$ cat config.mk
export PLATFORM = sky130hd
export DESIGN_NAME = bps_cfg
export DESIGN_NICKNAME = d
export VERILOG_FILES = /design/src/hw/rtl/bps_pkg.sv /design/src/hw/rtl/bps_cfg.sv
export SDC_FILE = /design/constraint.sdc
export NUM_CORES = 1
export LEC_CHECK = 0
export ABC_AREA = 1
export BUFFER_PORTS_ARGS = -buffer_cell sky130_fd_sc_hd__buf_4
export CELL_PAD_IN_SITES_DETAIL_PLACEMENT = 1
export CELL_PAD_IN_SITES_GLOBAL_PLACEMENT = 1
export CORE_AREA = 2 2 109 111
export CTS_BUF_LIST = sky130_fd_sc_hd__clkbuf_4
export DETAILED_ROUTE_END_ITERATION = 16
export DIE_AREA = 0 0 111 113
export GPL_ROUTABILITY_DRIVEN = 0
export PLACE_DENSITY = 0.73
export SLEW_MARGIN = 0
export SYNTH_ARGS = -nofsm -noshare
export SYNTH_HDL_FRONTEND = slang
export SYNTH_SLANG_ARGS = --single-unit
export TNS_END_PERCENT = 20
$ cat constraint.sdc
create_clock -name clk -period 0.8 [get_ports clk]
set_input_delay 0.08 -clock clk [delete_from_list [all_inputs] [get_ports clk]]
set_output_delay 0.08 -clock clk [all_outputs]
set_load 0.01 [all_outputs]
$ cat src/hw/rtl/bps_pkg.sv
// ----------------------------------------------------------------------------
// bps_pkg
// Shared types and constants of the battery power statistics block.
// ----------------------------------------------------------------------------
package bps_pkg;

	localparam int unsigned CfgIdxW = 3;

	typedef enum logic [CfgIdxW-1:0] {
		REG_CURRENT_GAIN    = 3'd0,
		REG_INVERT_CURRENT  = 3'd1,
		REG_MIN_VALID_BUS   = 3'd2,
		REG_ALPHA_FAST      = 3'd3,
		REG_ALPHA_SLOW      = 3'd4,
		REG_MAX_INTERVAL_MS = 3'd5
	} cfg_reg_t;

	// datapath operations, one per controller step
	typedef enum logic [3:0] {
		OP_NONE,
		OP_LOAD,
		OP_CURRENT,
		OP_POWER,
		OP_EMA_CF,
		OP_EMA_CS,
		OP_EMA_PF,
		OP_EMA_PS,
		OP_INTEGRATE,
		OP_COMMIT
	} op_t;

	typedef struct packed {
		op_t  op;
		logic seed;
		logic update;
	} bps_cmd_t;

	typedef struct packed {
		logic valid_sample;
		logic seeded;
	} bps_status_t;

endpackage

$ cat src/hw/rtl/bps_cfg.sv
// ----------------------------------------------------------------------------
// bps_cfg
// Configuration register file written through its own valid/ready port.
// ----------------------------------------------------------------------------
module bps_cfg import bps_pkg::*; (
	input  logic               clk,
	input  logic               arst_n,
	input  logic               cfg_valid,
	output logic               cfg_ready,
	input  logic [CfgIdxW-1:0] cfg_index,
	input  logic [31:0]        cfg_data,
	output logic [15:0]        current_gain,
	output logic               invert_current,
	output logic [14:0]        min_valid_bus,
	output logic [16:0]        alpha_fast,
	output logic [16:0]        alpha_slow,
	output logic [31:0]        max_interval_ms
);

	assign cfg_ready = 1'b1;

	always_ff @(posedge clk or negedge arst_n) begin
		if (!arst_n) begin
			current_gain    <= 16'd250;
			invert_current  <= 1'b0;
			min_valid_bus   <= 15'd800;
			alpha_fast      <= 17'd13107;
			alpha_slow      <= 17'd655;
			max_interval_ms <= 32'd60000;
		end else if (cfg_valid) begin
			case (cfg_reg_t'(cfg_index))
				REG_CURRENT_GAIN:    current_gain    <= cfg_data[15:0];
				REG_INVERT_CURRENT:  invert_current  <= cfg_data[0];
				REG_MIN_VALID_BUS:   min_valid_bus   <= cfg_data[14:0];
				REG_ALPHA_FAST:      alpha_fast      <= cfg_data[16:0];
				REG_ALPHA_SLOW:      alpha_slow      <= cfg_data[16:0];
				REG_MAX_INTERVAL_MS: max_interval_ms <= cfg_data;
				default: ;
			endcase
		end
	end

endmodule

## Word-level counts from Yosys, hierarchy flattened

Index checks and enable logic that the tools add are counted.
Widths: inputs -> output; s select.

| storage, ports and cells | value |
|---|---|
| flip-flop bits (word level) | 98 |
| input port bits | 38 |
| output and inout port bits | 99 |
| word-level logic and storage cells | 18 |

| operators by class | value |
|---|---|
| eq/ne operators | 5 |
| reductions and logical operators | 7 |

Operator list:

| kind | count |
|---|---|
| $reduce_and 2->1 | 6 |
| $eq 3x2->1 const B | 2 |
| $eq 3x3->1 const B | 2 |
| $eq 3x1->1 const B | 1 |
| $logic_not 3->1 | 1 |

## Depth between registers and ports, before layout

Gate-level depths: netlist (run 1).

| depth | value |
|---|---|
| depth after elaboration | 2 |
| depth in mapped cells | 6 |
| mapped depth without buffers | 5 |

## Worst setup path before layout (run 1)

Ideal clock, no wire load.

| timing path | value |
|---|---|
| path type | input port to flip-flop |
| start point | in cfg_index[1] |
| end point | reg current_gain[0] |
| setup time | 0.117 ns |
| data arrival time | 0.744 ns |
| data required time | 0.683 ns |
| setup slack | -0.061 ns |
| stages on the path | 5 |
| path buffers | 1 |
| cells stage by stage | nor2_2 -> nand2_1 -> buf_2 -> nand2_1 -> nand2_1 |

| between the ends | value |
|---|---|
| cells in the longest elaborated chain, start to end | 2 |

RTL lines:

| item | line | RTL |
|---|---|---|
| start, declared | bps_cfg.sv:10 | `input logic [CfgIdxW-1:0] cfg_index,` |
| $logic_not 3->1 | bps_cfg.sv:31 | `case (cfg_reg_t'(cfg_index))` |
| $reduce_and 2->1 (no line) | -- |  |
| end signal, assigned | bps_cfg.sv:32 | `REG_CURRENT_GAIN: current_gain <= cfg_data[15:0];` |
| end, declared | bps_cfg.sv:12 | `output logic [15:0] current_gain,` |

Every way passes these cells.
A chain may end at the register's enable or synchronous reset.

## Worst setup path in the final report (run 1)

| timing path | value |
|---|---|
| start point | reg alpha_slow[2] |
| end point | out alpha_slow[2] |

RTL lines:

| item | line | RTL |
|---|---|---|
| start, declared | bps_cfg.sv:16 | `output logic [16:0] alpha_slow,` |
| start signal, assigned | bps_cfg.sv:36 | `REG_ALPHA_SLOW: alpha_slow <= cfg_data[16:0];` |

No word-level cell between the ends.

==> run metrics, run 1 <==
share of cells above drive strength 1 0.345; status complete, but fails checks; MaxCap Viol Count 0; diode count 0; pin count of the biggest net entering global routing 57; Finished Core Util 0.539; FP Rows 39; Hold Fails Final Rpt 0; Total GRT Usage 0.206; wire per inst between 15 and 20 um; I/O Buffers 135; Netlist cell types 14; WP buf/inv 1; global-route wire length before repair a little over 20000 um; syn_nets approximately 470; Yosys warning count 0; via count roughly 3600; CTS H-tree lvls 3; Crit. End Element primary output; DIE AREA between 10000 and 15000 um^2; Clk pwr share 0.196; crit-path max FO 2; DR pass1 iterations 4; CTS clock-pin slew for the worst setup and hold paths 0.17 ns; Core ar. 11300 um^2; crit path DAT ~1.1 ns; die width approximately 110 um; most common cell after layout, fill and taps aside nand2_1; aggregate global routing overflow 0; Root Driver clkbuf_4; Period minus WS final about 1.2 ns; Sw Ratio 0.313; Max Freq about 820 MHz; clock buffer depth 2; FF-to-FF End current_gain[1]$_DFFE_PN1P_; Routed WL 12600 um; failing checks setup timing; synthesized cell area roughly 3900 um^2; Final Skew 0 ns; antenna violations before repair 0; Seq/Total Area, Yosys 0.644; area delta synth->final 57.3%; Seq pwr share 0.500; Layout Nets 656; Routed Antenna Nets 0; vias in the first global route between 3000 and 4000; post-route cell area 6080 um^2; Peak VDD IR just under 1000 uV; Int Power roughly 0.0094 W; worst setup margin -0.419 ns; fin. max-slew vios 0; DP Area 5220 um^2; Worst Hold End current_gain[3]$_DFFE_PN1P_; CP max-delay cell dfstp_2; worst hold slack ~0.06 ns; R2R cell count 4; fillers between 1000 and 1500; CP delay by family, top flip-flops; most frequent cells in the layout nand2_1, buf_6, dfrtp_1; r2r startpoint current_gain[1]$_DFFE_PN1P_; unrepaired setup endpoints after global routing yes; Vias/cell between 4 and 5; Worst R2R Setup Slack -0.14 ns; synthesis-stage register bit count roughly 100; Comb pwr share 0.305; CTS tree yes; max incr delay on CP about 0.58 ns; syn avg cell area about 9 um^2; Final Non-Filler Cells approximately 770; WP data required just over 0.7 ns; Mapped Cells approximately 440; Final Cycle Share 1.52; Num CTS Buffers 9; switching power 0.00430 W; hold path cells 5; Pleak 3.20 nW; WS Path Type reg2out; CP Launch Type flip-flop; worst hold path type in2reg; Final setup violation count 100; dpl hpwl roughly 8500 um; CTS Sinks 98; placed cell count 714; later-pin clock latency in the skew report 0.44 ns; CP cell instances buf_6; Die Span Y ~110 um; I/O pins about 140; 1st-iter DRT viols about 130; Power per Cell Area around 2300 nW/um^2; Tot Pwr between 0.01 and 0.015 W; Initial Utilization 0.343; Post-route DRC 0; hold path start cfg_index[2]
## routing by layer
layer	vias up	GRT usage	routed length, um
met2	105	0.355	6280
met3	8	0.0600	768
li1	1710	-	-
met5	-	0	0
met4	0	0.0408	82
met1	1772	0.262	5470
## cell usage after synthesis
library cell,number,area share
dfrtp_1,68,0.44
conb_1,1,0.00097
buf_4,2,0.0039
buf_2,16,0.021
nand2_2,3,0.0049
nand3_1,49,0.063
clkbuf_1,2,0.0019
inv_2,1,0.00097
nand2_1,252,0.24
inv_1,5,0.0049
nor2_2,3,0.0049
nor2_1,2,0.0019
dfstp_2,30,0.20
nor2_4,1,0.0029
## worst max path at each step
stage	depth (start not counted)	start	end	slack, ns
CTS	1	alpha_slow[2]$_DFFE_PN1P_	alpha_slow[2]	-0.45
finish	1	alpha_slow[2]$_DFFE_PN1P_	alpha_slow[2]	-0.42
floorplan	6	cfg_valid	alpha_fast[10]$_DFFE_PN0P_	-0.01
global route	1	current_gain[3]$_DFFE_PN1P_	current_gain[3]	-0.48
global placement	7	cfg_index[2]	max_interval_ms[2]$_DFFE_PN0P_	-0.17
detailed placement	7	cfg_index[2]	max_interval_ms[8]$_DFFE_PN0P_	-0.21
## sequential cells by signal, indices dropped and copies added, names as in the netlist
| name | cells |
|---|---|
| alpha_fast | 17 |
| invert_current | 1 |
| max_interval_ms | 32 |
| min_valid_bus | 15 |
| current_gain | 16 |
| alpha_slow | 17 |
## power groups by stage
stage               clock, W  combinational, W  sequential (W)
global placement           0           0.00339         0.00675
floorplan                  0          0.000882         0.00711
finish               0.00269           0.00419         0.00687
global route         0.00301           0.00456         0.00699
CTS                  0.00277           0.00421         0.00687
detailed placement         0           0.00351         0.00677
## final cells by class
cell class / instances / area [um^2] / area share
repair buffers: 192 / 1990 / 0.328
flip-flops and latches: 98 / 2490 / 0.409
clock buffers: 9 / 67.6 / 0.0111
inverters: 6 / 22.5 / 0.00370
clock inverters: 7 / 68.8 / 0.0113
multi-input cells: 311 / 1260 / 0.207
well taps: 143 / 179 / 0.0294
## through the flow
stage / TNS (ns) / worst slack (ns)
floorplan: -0.125 / -0.0148
global placement: -11.14 / -0.171
detailed placement: -13.65 / -0.210
CTS: -34.12 / -0.449
global route: -37.86 / -0.484
finish: -31.10 / -0.419
## cells by family (layout without fill, tap and decap cells)
logic type,after synthesis,count (layout),share of synthesized area
other,1,1,0.000970
flip-flops,98,98,0.644
AND/OR/NAND/NOR,310,310,0.323
buffers and inverters,26,214,0.0324
## timing repair
action                                  CTS  global route
hold endpoints to repair                196             0
setup buffers                             2             1
endpoints found under the setup margin   98           100
resized for setup                        98             0
hold buffers                             33             0
cloned                                    0             0
No activity file was read; power rests on OpenSTA's default activity.
==> run 2: changes to the inputs <==
--- a/config.mk
+++ b/config.mk
@@ -6,7 +6,7 @@
 export NUM_CORES = 1
 export LEC_CHECK = 0
 export ABC_AREA = 1
-export BUFFER_PORTS_ARGS = -buffer_cell sky130_fd_sc_hd__buf_4
+export BUFFER_PORTS_ARGS = -buffer_cell sky130_fd_sc_hd__buf_2
 export CELL_PAD_IN_SITES_DETAIL_PLACEMENT = 1
 export CELL_PAD_IN_SITES_GLOBAL_PLACEMENT = 1
 export CORE_AREA = 2 2 109 111
==> run metrics, run 2 (same netlist as run 1, synthesis figures left out) <==
Period minus WS final 1.21 ns (was 1.22 ns); Crit. End Element primary output (unchanged); Core ar. 11300 um^2 (unchanged); minimum setup slack after placement -0.293 ns (was -0.210 ns); register area 2490 um^2 (unchanged); Peak VDD IR 818 uV (was 973 uV); wire per inst 16.4 um (about the same); Final setup violation count 103 (was 100); Hold Fails Final Rpt 0 (unchanged); MaxCap Viol Count 0 (unchanged); WS Path Type reg2out (unchanged); placed cell count 716 (was 714); CP delay by family, top flip-flops (unchanged); area delta synth->final 46.6% (was 57.3%); via count 3600 (was 3595); Routed Antenna Nets 0 (unchanged); crit path DAT 1.13 ns (was 1.14 ns); unrepaired setup endpoints after global routing yes (unchanged); CP cell instances buf_6 (unchanged); Tot Pwr 0.0133 W (was 0.0137 W); largest registers max_interval_ms x32, alpha_fast x17, alpha_slow x17 (unchanged); WP buf/inv 1 (unchanged); FP Rows 39 (unchanged); antenna violations before repair 0 (unchanged); Post-route DRC 0 (unchanged); most frequent cells in the layout nand2_1, buf_2, dfrtp_1 (was nand2_1, buf_6, dfrtp_1); fin. max-slew vios 0 (unchanged); number of flip-flops in the largest register 32 (unchanged); CP max-delay cell dfstp_2 (unchanged); Num CTS Buffers 9 (unchanged); failing checks setup timing (unchanged); Root Driver clkbuf_4 (unchanged); DIE AREA 12500 um^2 (unchanged); Final Cycle Share 1.52 (about the same); WP data required 0.72 ns (about the same); Biggest register max_interval_ms (unchanged); global-route wire length before repair 20100 um (was 20600 um); Final Skew 0 ns (unchanged); I/O Buffers 135 (unchanged); Vias/cell 4.67 (was 4.69); Die Span Y 113 um (unchanged); CTS clock-pin slew for the worst setup and hold paths 0.15 ns (was 0.17 ns); clock buffer depth 2 (unchanged); CTS Sinks 98 (unchanged); Multi-input gate area 1260 um^2 (unchanged); CTS H-tree lvls 3 (unchanged); I/O pins 137 (unchanged); CP Launch Type flip-flop (unchanged); pin count of the biggest net entering global routing 58 (was 57); Power per Cell Area 2340 nW/um^2 (was 2260 nW/um^2); CTS tree yes (unchanged); Pleak 3.10 nW (was 3.20 nW); dpl hpwl 8470 um (was 8530 um); Routed WL 12600 um (about the same); crit-path max FO 2 (unchanged); Max Freq 823 MHz (was 820 MHz); 1st-iter DRT viols 131 (was 129); worst setup margin -0.414 ns (was -0.419 ns); Layout Nets 661 (was 656); most common cell after layout, fill and taps aside nand2_1 (unchanged); worst hold path type in2reg (unchanged); share of cells above drive strength 1 0.350 (was 0.345); fillers 1339 (was 1273); diode count 0 (unchanged); Setup TNS Final -29.74 ns (was -31.10 ns); DR pass1 iterations 4 (unchanged); vias in the first global route 3802 (was 3882); aggregate global routing overflow 0 (unchanged); worst hold slack 0.0593 ns (was 0.0587 ns); later-pin clock latency in the skew report 0.43 ns (was 0.44 ns); status complete, but fails checks (unchanged); Total GRT Usage 0.203 (was 0.206); Final Non-Filler Cells 771 (was 766); die width 111 um (unchanged); max incr delay on CP 0.59 ns (was 0.58 ns); Initial Utilization 0.343 (unchanged)
run 2: changes by cell type in the layout (fill, tap and decap cells not counted):
cell,delta
buf_4,-28
clkinvlp_4,-1
bufinv_16,+1
buf_6,-55
inv_6,-1
buf_2,+91
clkbuf_4,+1
buf_12,-3
run 2: through the flow:
step,util,area (um^2)
finish,0.503,5670
global route,0.503,5670
CTS,0.498,5620
detailed placement,0.432,4870
global placement,0.432,4870
floorplan,-,3870
run 2: per-layer routing:
| layer | GRT usage | part of all wire | vias up |
|---|---|---|---|
| li1 | - | - | 1714 |
| met2 | 0.358 | 0.51 | 115 |
| met4 | 0.0417 | 0.0045 | 0 |
| met5 | 0 | 0 | - |
| met1 | 0.257 | 0.42 | 1764 |
| met3 | 0.0503 | 0.065 | 7 |
run 2: final cells by class:
cell class,instances,share of cell area
Sequential cell,98,0.439
Timing Repair Buffer,197,0.275
Multi-Input combinational cell,311,0.223
Tap cell,143,0.0316
Clock inverter,6,0.0146
Clock buffer,10,0.0132
Inverter,6,0.00397
run 2: path summary, 6_finish.rpt:
| check | from | cells past startpoint | slack, ns | end |
|---|---|---|---|---|
| max reg2reg | alpha_slow[2]$_DFFE_PN1P_ | 4 | -0.10 | alpha_slow[2]$_DFFE_PN1P_ |
| min | cfg_valid | 5 | 0.06 | max_interval_ms[0]$_DFFE_PN0P_ |
| max in group asynchronous | arst_n | 3 | 0.30 | alpha_slow[7]$_DFFE_PN1P_ |
| min reg2reg | alpha_slow[1]$_DFFE_PN1P_ | 2 | 0.49 | alpha_slow[1]$_DFFE_PN1P_ |
| min in group asynchronous | arst_n | 3 | 0.15 | alpha_slow[4]$_DFFE_PN0P_ |
| max | alpha_fast[0]$_DFFE_PN1P_ | 1 | -0.41 | alpha_fast[0] |
run 2: worst register-to-register path, stage by stage, from the launching register on:
cell and delay, ns:
dfstp_2 0.57, buf_4 0.10, buf_4 0.09, nand2_1 0.04, nand2_1 0.05
run 2: timing repair:
item                                    4_1_cts  5_1_grt
hold endpoints to repair                    196        0
resized for setup                            36        7
endpoints found under the setup margin       98      105
buffers inserted                              5        1
pin swaps                                     2        0
hold buffers                                 33        0
run 2: power by group:
| part | leakage (nW) | switching, W | internal (W) |
|---|---|---|---|
| logic | 1.85 | 0.00180 | 0.00180 |
| registers | 1.17 | 0.000632 | 0.00609 |
| clock network | 0.0862 | 0.00164 | 0.00129 |
