===== src/hw/rtl/bps_pkg.sv =====
// ----------------------------------------------------------------------------
// bps_pkg
// Shared types and constants of the battery power statistics block.
// ----------------------------------------------------------------------------
package bps_pkg;

	localparam int unsigned CfgIdxW = 3;

	typedef enum logic [CfgIdxW-1:0] {
		REG_CURRENT_GAIN    = 3'd0,
		REG_INVERT_CURRENT  = 3'd1,
		REG_MIN_VALID_BUS   = 3'd2,
		REG_ALPHA_FAST      = 3'd3,
		REG_ALPHA_SLOW      = 3'd4,
		REG_MAX_INTERVAL_MS = 3'd5
	} cfg_reg_t;

	// datapath operations, one per controller step
	typedef enum logic [3:0] {
		OP_NONE,
		OP_LOAD,
		OP_CURRENT,
		OP_POWER,
		OP_EMA_CF,
		OP_EMA_CS,
		OP_EMA_PF,
		OP_EMA_PS,
		OP_INTEGRATE,
		OP_COMMIT
	} op_t;

	typedef struct packed {
		op_t  op;
		logic seed;
		logic update;
	} bps_cmd_t;

	typedef struct packed {
		logic valid_sample;
		logic seeded;
	} bps_status_t;

endpackage


===== src/hw/rtl/bps_ctrl.sv =====
// ----------------------------------------------------------------------------
// bps_ctrl
// Sequencer: steps one request through the datapath and holds the result.
// ----------------------------------------------------------------------------
module bps_ctrl import bps_pkg::*; (
	input  logic        clk,
	input  logic        arst_n,
	input  logic        in_valid,
	output logic        in_stall,
	output logic        out_valid,
	input  logic        out_stall,
	output bps_cmd_t    cmd,
	input  bps_status_t status
);

	typedef enum logic [3:0] {
		S_IDLE, S_CUR, S_PWR, S_CF, S_CS, S_PF, S_PS, S_INT, S_COMMIT, S_OUT
	} state_t;

	state_t state_q;
	logic   seed_q, upd_q;

	assign in_stall  = state_q != S_IDLE;
	assign out_valid = state_q == S_OUT;

	always_comb begin
		cmd.seed   = seed_q;
		cmd.update = upd_q;
		case (state_q)
			S_IDLE:   cmd.op = in_valid ? OP_LOAD : OP_NONE;
			S_CUR:    cmd.op = OP_CURRENT;
			S_PWR:    cmd.op = OP_POWER;
			S_CF:     cmd.op = OP_EMA_CF;
			S_CS:     cmd.op = OP_EMA_CS;
			S_PF:     cmd.op = OP_EMA_PF;
			S_PS:     cmd.op = OP_EMA_PS;
			S_INT:    cmd.op = OP_INTEGRATE;
			S_COMMIT: cmd.op = OP_COMMIT;
			default:  cmd.op = OP_NONE;
		endcase
	end

	always_ff @(posedge clk or negedge arst_n) begin
		if (!arst_n) begin
			state_q <= S_IDLE;
			seed_q  <= 1'b0;
			upd_q   <= 1'b0;
		end else begin
			case (state_q)
				S_IDLE: if (in_valid) state_q <= S_CUR;
				S_CUR: begin
					seed_q  <= status.valid_sample && !status.seeded;
					upd_q   <= status.valid_sample && status.seeded;
					state_q <= S_PWR;
				end
				S_PWR:    state_q <= S_CF;
				S_CF:     state_q <= S_CS;
				S_CS:     state_q <= S_PF;
				S_PF:     state_q <= S_PS;
				S_PS:     state_q <= S_INT;
				S_INT:    state_q <= S_COMMIT;
				S_COMMIT: state_q <= S_OUT;
				S_OUT: if (!out_stall) state_q <= S_IDLE;
				default:  state_q <= S_IDLE;
			endcase
		end
	end

endmodule


===== config.mk =====
export PLATFORM = sky130hd
export DESIGN_NAME = bps_ctrl
export DESIGN_NICKNAME = d
export VERILOG_FILES = /design/src/hw/rtl/bps_pkg.sv /design/src/hw/rtl/bps_ctrl.sv
export SDC_FILE = /design/constraint.sdc
export NUM_CORES = 1
export LEC_CHECK = 0
export ABC_AREA = 1
export BUFFER_PORTS_ARGS = -buffer_cell sky130_fd_sc_hd__buf_2
export CAP_MARGIN = 20
export CORE_AREA = 5 5 42 44
export DETAILED_ROUTE_END_ITERATION = 7
export DIE_AREA = 0 0 47 49
export PLACE_DENSITY = 0.49
export SKIP_LAST_GASP = 1
export SLEW_MARGIN = 20
export SYNTH_ARGS = -nofsm -noshare
export SYNTH_HDL_FRONTEND = slang
export SYNTH_SLANG_ARGS = --single-unit

===== constraint.sdc =====
create_clock -name clk -period 1 [get_ports clk]
set_input_delay 0.1 -clock clk [delete_from_list [all_inputs] [get_ports clk]]
set_output_delay 0.1 -clock clk [all_outputs]
set_load 0.01 [all_outputs]

# After elaboration in Yosys (flattened, before gate mapping)
# Index checks and enable logic that the tools add are counted.
[op_classes]
eq_ne = 11
mux = 5
reduce_logical = 6
[op_table]
columns = ["operator", "n"]
rows = [
  ["4-bit case mux with 10 select lines", 1],
  ["4-bit case mux with 9 select lines", 1],
  ["4-bit by 3-bit == test with 1-bit output, second input constant", 4],
  ["4-bit by 2-bit == test with 1-bit output, second input constant", 2],
  ["4-bit == test, second input constant", 2],
  ["4-bit two-way mux", 2],
  ["4-bit by 1-bit == test with 1-bit output, second input constant", 1],
  ["4-bit zero test", 1],
  ["2-bit != test, second input constant", 2],
  ["4-bit nonzero test", 1],
  ["1-bit logical AND", 2],
  ["2-bit AND reduction", 1],
  ["1-bit zero test", 1],
  ["1-bit two-way mux", 1],
]
[word_totals]
register_bits = 6
wordCells = 25

# Logic depth before layout (Yosys ltp)
# Gate-level depths: netlist (run 1).
[depth]
depth_word = 3
depth_mapped = 5
depth_no_buf = 5

# Worst setup path after synthesis (run 1)
# No wires, ideal clock.
[synth_path]
kind = "register to output"
startpoint = "register state_q[0]"
endpoint = "output cmd[4] (netlist name)"
t_arrival_ps = 852
path_slack_ps = 48
path_stages_with_launch = 4
path_buffers = 0
path_cell_list = "dfrtp_1 > nand2_1 > o21ai_0 > a21oi_1"
[synth_lines]
columns = ["item", "line_no", "source"]
rows = [
  ["start: declaration", "bps_ctrl.sv:20", "state_t state_q;"],
  ["start signal: assignment", "bps_ctrl.sv:45", "state_q <= S_IDLE;"],
  ["start signal: assignment", "bps_ctrl.sv:50", "S_IDLE: if (in_valid) state_q <= S_CUR;"],
  ["start signal: assignment", "bps_ctrl.sv:54", "state_q <= S_PWR;"],
  ["end: declaration", "bps_ctrl.sv:12", "output bps_cmd_t cmd,"],
]

==> results of run 1 <==
## critical path, stage by stage, from the launching register on
cell     delay, ns
dfrtp_2       0.45
inv_2         0.09
nand2_2       0.07
nor2_2        0.13
nor2_2        0.06
nand3_1       0.06
buf_2         0.13
## stage by stage
stage | instance area (µm²) | hold WS [ns] | TNS [ns] | std cells | worst slack (ns)
floorplan | 344.1 | -0.1956 | 0 | 48 | 0.04838
global placement | 474.2 | -0.06046 | -0.3245 | 83 | -0.09958
detailed placement | 474.2 | -0.05856 | -0.4548 | 83 | -0.1049
CTS | 560.5 | 0.08720 | -2.019 | 90 | -0.3441
global route | 578.1 | 0.08646 | -2.820 | 89 | -0.4153
finish | 578.1 | 0.08878 | -1.995 | 89 | -0.3336
## routing by layer
metal  GRT usage (%)  vias up  wire length (µm)  share of wire, %
li1                -      201                 -                 -
met1           10.91      181               392                40
met2           15.61       11               508                52
met3           5.904        2                68               6.9
met4           2.765        0                10               1.0
met5               0        -                 0                 0
## logic make-up after synthesis
logic type	Yosys count	synth area share, %
AND/OR/NAND/NOR	26	33.45
buffers and inverters	9	12.00
AO/OA/AOI/OAI	7	10.91
flip-flops	6	43.64
## report_power, final
part           switching, W  internal, W
Combinational      0.000694     0.000605
Clock              0.000109     0.000137
Sequential         0.000156     0.000371
Total              0.000958      0.00111
## placed cells by master, fill, tap and decap left out
| cell | n |
|---|---|
| inv_1 | 2 |
| nand2_1 | 4 |
| a21oi_1 | 2 |
| clkbuf_4 | 3 |
| o211ai_1 | 1 |
| nor2_4 | 3 |
| dlygate4sd3_1 | 1 |
| buf_4 | 9 |
| buf_6 | 2 |
| o21ai_0 | 1 |
| nand4_1 | 1 |
| nand3_1 | 5 |
| nand2_4 | 1 |
| dfrtp_1 | 3 |
| dfrtp_2 | 3 |
| nor2_1 | 4 |
| inv_2 | 5 |
| nand3b_1 | 1 |
| nor2_2 | 3 |
| o21ai_1 | 3 |
| nand2_2 | 4 |
| buf_2 | 12 |
## sequential cells by signal (all words and copies together), names as in the netlist
| signal | cells |
|---|---|
| seed_q | 1 |
| upd_q | 1 |
| state_q | 4 |
## what timing repair did
action	in CTS	in global routing
endpoints found under the hold margin	6	0
pin swaps	6	5
gates cloned	0	0
setup endpoints to repair	10	10
resized for setup	10	13
hold buffers	1	0
buffers inserted	6	1
## worst max path at each step
stage              to  slack [ns]  depth (start not counted)
2_1_floorplan  cmd[4]        0.05                          3
3_3_place_gp   cmd[4]        -0.1                          4
3_5_place_dp   cmd[2]       -0.10                          4
4_1_cts        cmd[4]       -0.34                          4
5_1_grt        cmd[2]       -0.42                          6
6_report       cmd[2]       -0.33                          6
## final cells by class
cell class	instances	area, µm²
Inverter	7	26.28
Multi-Input combinational cell	33	195.2
Clock buffer	3	22.52
Sequential cell	6	153.9
Timing Repair Buffer	24	160.2
Fill cell	160	823.3
Tap cell	16	20.02
==> impl_metrics.toml, run 1 <==
[detailed_routing]
dr.pass1.iters = 4
vias_per_cell = 4.438
finalWirelength_um = 980
drt_iter0_drc = 10
number_of_routed_nets_with_antenna_violations = 0
drc = 0
via_count = 395
routedWlPerCell_um = 11.01

[global_routing]
antenna_found_initial = 0
grt_max_degree = 7
grt_pass1_vias = 405
globalRouteOverflowTotal = 0
wire_length_of_the_first_global_routing_pass_mm = 1.614
grt_use_total_pct = 9.901

[die]
core.rowCount = 14
ioPinCount = 14
dieArea_um2 = 2303
die_width_um = 47
core_region_area_um2 = 1401
initial_utilization_pct = 24.55
chipHeight_um = 49

[setup_path]
worst_r2r_path_depth = 5
cp.arrival_ns = 1.23
setup.reg_to_reg.worst_slack_ns = -0.07
crit-reg2reg-launch = "state_q[1]$_DFFE_PN0P_"
critical_path.max_fanout = 3
path_class = "reg2out"
worst_ep_required_time_ns = 0.90
worst_setup_path_end_kind = "output pin"
worstSetupStartpoint = "state_q[3]$_DFFE_PN0P_"
crit_path_start_kind = "flop"
crit-reg2reg-capture = "state_q[3]$_DFFE_PN0P_"

[synthesis]
postSynthRegisterBits = 6
cell_variety_after_synth = 13
sequential_share_of_the_synthesized_area_pct = 43.64
synth.cell_area_um2 = 344.1
yosysTopAreaCell = "dfrtp_1"
ys.warnings.count = 0
postSynth.topFlopCell = "dfrtp_1"
synthesis.instances = 48
synth_most_common_cell = "nand2_1"
share_of_synthesized_registers_carrying_an_async_set_or_reset_pct = 100.0
synth_top_area_share_pct = 43.64
synth-edff-count = 0
cell_types_with_the_largest_area_share_after_synthesis = "dfrtp_1 44%, nand2_1 9.8%, nor2_1 8.7%"
syn_area_per_cell_um2 = 7.168
synth_common_cells = "9 x nand2_1, 8 x nor2_1, 6 x dfrtp_1"
synth_nets = 54

[power]
cellLeakagePower_nw = 0.2976
power_per_cell_area_nw_per_um2 = 3583
ir_worst_vdd_mv = 1.469
design_power_total_w = 0.002071

[timing]
setup_violations = 10
setup_ws_ns = -0.3336
min_period_over_period_pct = 133.4
fin_skew_ns = 0.0003579
unrepaired_setup_endpoints_after_global_routing = "yes"
slew_headroom_pct = 83.75
timing_worst_slew_pin_value_ns = 0.2432
finalCriticalPeriod_ns = 1.334
maxSlewViolCount = 0
max_clock_freq_mhz = 749.8
finalHoldViolCount = 0

[job]
cap_viol_max_count = 0

[cells_and_area]
antenna-diode-count = 0
fraction_of_layout_instances_using_a_drive_strength_above_1_pct = 61.64
finalNetCount = 81
utilization_pct = 41.25
area_delta_synth_final_pct = 68.00

[run_status]
violated_checks = "negative setup slack"
outcome = "finished, violations left"

[clock_tree]
cts_max_level = 1
cts_buffer_count = 3
clk_path_buf_depth = 2
clkSlewWorstSetupHoldPaths_ns = 0.05
cts_tree = "yes"
clk_root_buffer_cell = "clkbuf_4"
clock_sink_count = 6
worst_skew_pair.late_latency_ns = 0.25

[worst_hold_path]
hold_class = "in2reg"
hold-path-cell-count = 3
timing.hold.worst_endpoint = "seed_q$_DFFE_PN0P_"
hold_path.startpoint = "status[1]"

[place]
place.gp.congestion = 0.7976
numPortBuffers = 13
post_dp_hpwl_um = 751.6
Power figures use the tool's default switching activity.
==> run 2: changes to the inputs <==
--- a/config.mk
+++ b/config.mk
@@ -11,7 +11,7 @@
 export CORE_AREA = 5 5 42 44
 export DETAILED_ROUTE_END_ITERATION = 7
 export DIE_AREA = 0 0 47 49
-export PLACE_DENSITY = 0.49
+export PLACE_DENSITY = 0.47
 export SKIP_LAST_GASP = 1
 export SLEW_MARGIN = 20
 export SYNTH_ARGS = -nofsm -noshare
==> constraint.sdc (replaced) <==
create_clock -name clk -period 1.72 [get_ports clk]
set_input_delay 0.172 -clock clk [delete_from_list [all_inputs] [get_ports clk]]
set_output_delay 0.172 -clock clk [all_outputs]
set_load 0.01 [all_outputs]
==> run 2 against run 1 <==
The run now ends clean. Critical path depth unchanged. Combinational power down 61%. Clock power down 48%. Clock-buffer cell count unchanged. Die area unchanged. Cell area down 23%. Worst hold slack better by 0.084 ns. Register-to-register slack better by 0.78 ns. First-iteration DRC count down 40%. Sequential power down 49%. Non-clock buffer count down 10. Largest power group unchanged.
==> impl_metrics.toml, run 2 (same netlist as run 1, synthesis figures left out) <==
[detailed_routing]
drc = 0
routedWlPerCell_um = 10.38
number_of_routed_nets_with_antenna_violations = 0
dr.pass1.iters = 4
vias_per_cell = 4.380
via_count = 346
drt_iter0_drc = 6
finalWirelength_um = 820

[setup_path]
setup.reg_to_reg.worst_slack_ns = 0.71
timing.critical_path.slowest_cell_delay_ns = 0.41
worst-path-buf-inv = 3
path_class = "reg2out"
crit-reg2reg-capture = "upd_q$_DFFE_PN0P_"
crit-reg2reg-launch = "state_q[2]$_DFFE_PN0P_"
crit_chain = "inv_2 -> nand2_1 -> nor2_1 -> inv_1 -> o21ai_0 -> buf_2"
worst_r2r_path_depth = 4
crit_path_start_kind = "flop"
worst_ep_required_time_ns = 1.55
cp.arrival_ns = 1.28
cp_top_family = "flip-flops"
worstSetupPathDepth = 6
critical_path.max_fanout = 4
worst_setup_path_end_kind = "output pin"
cpMaxStageDelayCell = "dfrtp_1"

[cells_and_area]
antenna-diode-count = 0
fraction_of_layout_instances_using_a_drive_strength_above_1_pct = 33.33
largestRegisters = "state_q (4), seed_q (1), upd_q (1)"
layout_common_cells = "13 x buf_2, 9 x nand2_1, 8 x nor2_1"
largest_register_ff_count = 4
fill_cells = 158
layout.cells.most_common = "buf_2"
finalNetCount = 71
top_register = "state_q"
area_delta_synth_final_pct = 29.82

[power]
ir_worst_vdd_mv = 0.6455
power_per_cell_area_nw_per_um2 = 2026
cellLeakagePower_nw = 0.2447

[timing]
min_period_over_period_pct = 84.23
maxSlewViolCount = 0
unrepaired_setup_endpoints_after_global_routing = "no"
slew_headroom_pct = 85.78
setup_violations = 0
finalCriticalPeriod_ns = 1.449
max_clock_freq_mhz = 690.2
setup_ws_ns = 0.2712
fin_setup_tns_ns = 0
timing_worst_slew_pin_value_ns = 0.2111
finalHoldViolCount = 0
fin_skew_ns = 0.004936

[die]
die_width_um = 47
core.rowCount = 14
ioPinCount = 14
initial_utilization_pct = 24.55
core_region_area_um2 = 1401
chipHeight_um = 49
dieArea_um2 = 2303

[clock_tree]
clock_sink_count = 6
clk_root_buffer_cell = "clkbuf_4"
cts_buffer_count = 3
clkSlewWorstSetupHoldPaths_ns = 0.05
clk_path_buf_depth = 2
cts_tree = "yes"
cts_max_level = 1
worst_skew_pair.late_latency_ns = 0.24
cts_setup_buffers = 0

[global_routing]
grt_use_total_pct = 8.068
antenna_found_initial = 0
grt_pass1_vias = 317
wire_length_of_the_first_global_routing_pass_mm = 1.297
globalRouteOverflowTotal = 0
grt_max_degree = 7

[place]
numPortBuffers = 13
post_dp_hpwl_um = 648.8
preCtsSetupSlack_ns = 0.5588
place.gp.congestion = 0.7678

[job]
cap_viol_max_count = 0

[worst_hold_path]
hold_path.startpoint = "status[1]"
hold_class = "in2reg"
timing.hold.worst_endpoint = "seed_q$_DFFE_PN0P_"
hold-path-cell-count = 3

[run_status]
outcome = "complete, no violations"
run 2: cell types whose count changed in the layout (fill, tap and decap cells not counted), sizes merged:
cell  change
buf      -10
run 2: per-stage QoR:
step           instance area, µm²  utilization (%)  total power [W]  std cells  hold WS (ns)
2_1_floorplan               344.1                -        0.0006331         48       -0.1236
3_3_place_gp                414.1            29.55        0.0007886         75      0.006309
3_5_place_dp                414.1            29.55        0.0007853         75      0.006592
4_1_cts                     446.7            31.87        0.0009263         79        0.1702
5_1_grt                     446.7            31.87         0.001014         79        0.1880
6_report                    446.7            31.87        0.0009050         79        0.1726
run 2: repair_timing:
action,CTS,global route
gates resized for setup,0,0
hold buffers,1,0
endpoints found under the hold margin,6,0
run 2: power by group:
part	switching, W	internal, W
registers	0.0000586	0.000209
clock network	0.0000491	0.0000788
logic	0.000319	0.000191
total	0.000427	0.000478
run 2: layout make-up:
class	instances	area [µm²]	share of cell area [%]
Multi-Input combinational cell	33	152.6	34.17
Tap cell	16	20.02	4.482
Timing Repair Buffer	14	75.07	16.81
Inverter	7	26.28	5.882
Clock buffer	3	22.52	5.042
Sequential cell	6	150.1	33.61
run 2: worst max path at each step:
stage | start | end | slack [ns]
6_report | state_q[2]$_DFFE_PN0P_ | cmd[5] | 0.27
5_1_grt | state_q[2]$_DFFE_PN0P_ | cmd[5] | 0.14
4_1_cts | state_q[2]$_DFFE_PN0P_ | cmd[5] | 0.27
3_5_place_dp | state_q[2]$_DFFE_PN0P_ | cmd[5] | 0.56
3_3_place_gp | state_q[2]$_DFFE_PN0P_ | cmd[5] | 0.53
2_1_floorplan | state_q[0]$_DFFE_PN0P_ | cmd[4] | 0.70
run 2: metal layers:
layer  GRT usage, %  vias to the layer above  wire, µm
met3          8.118                        0        99
met5              0                        -         0
met2          11.99                       10       393
met1          8.036                      153       326
li1               -                      183         -
met4          1.382                        0         0
run 2: worst min-delay path: cells and delay by family:
kind                   cells  cell delay (ns)
buffers and inverters      1             0.09
and+or+nand+nor            2             0.12
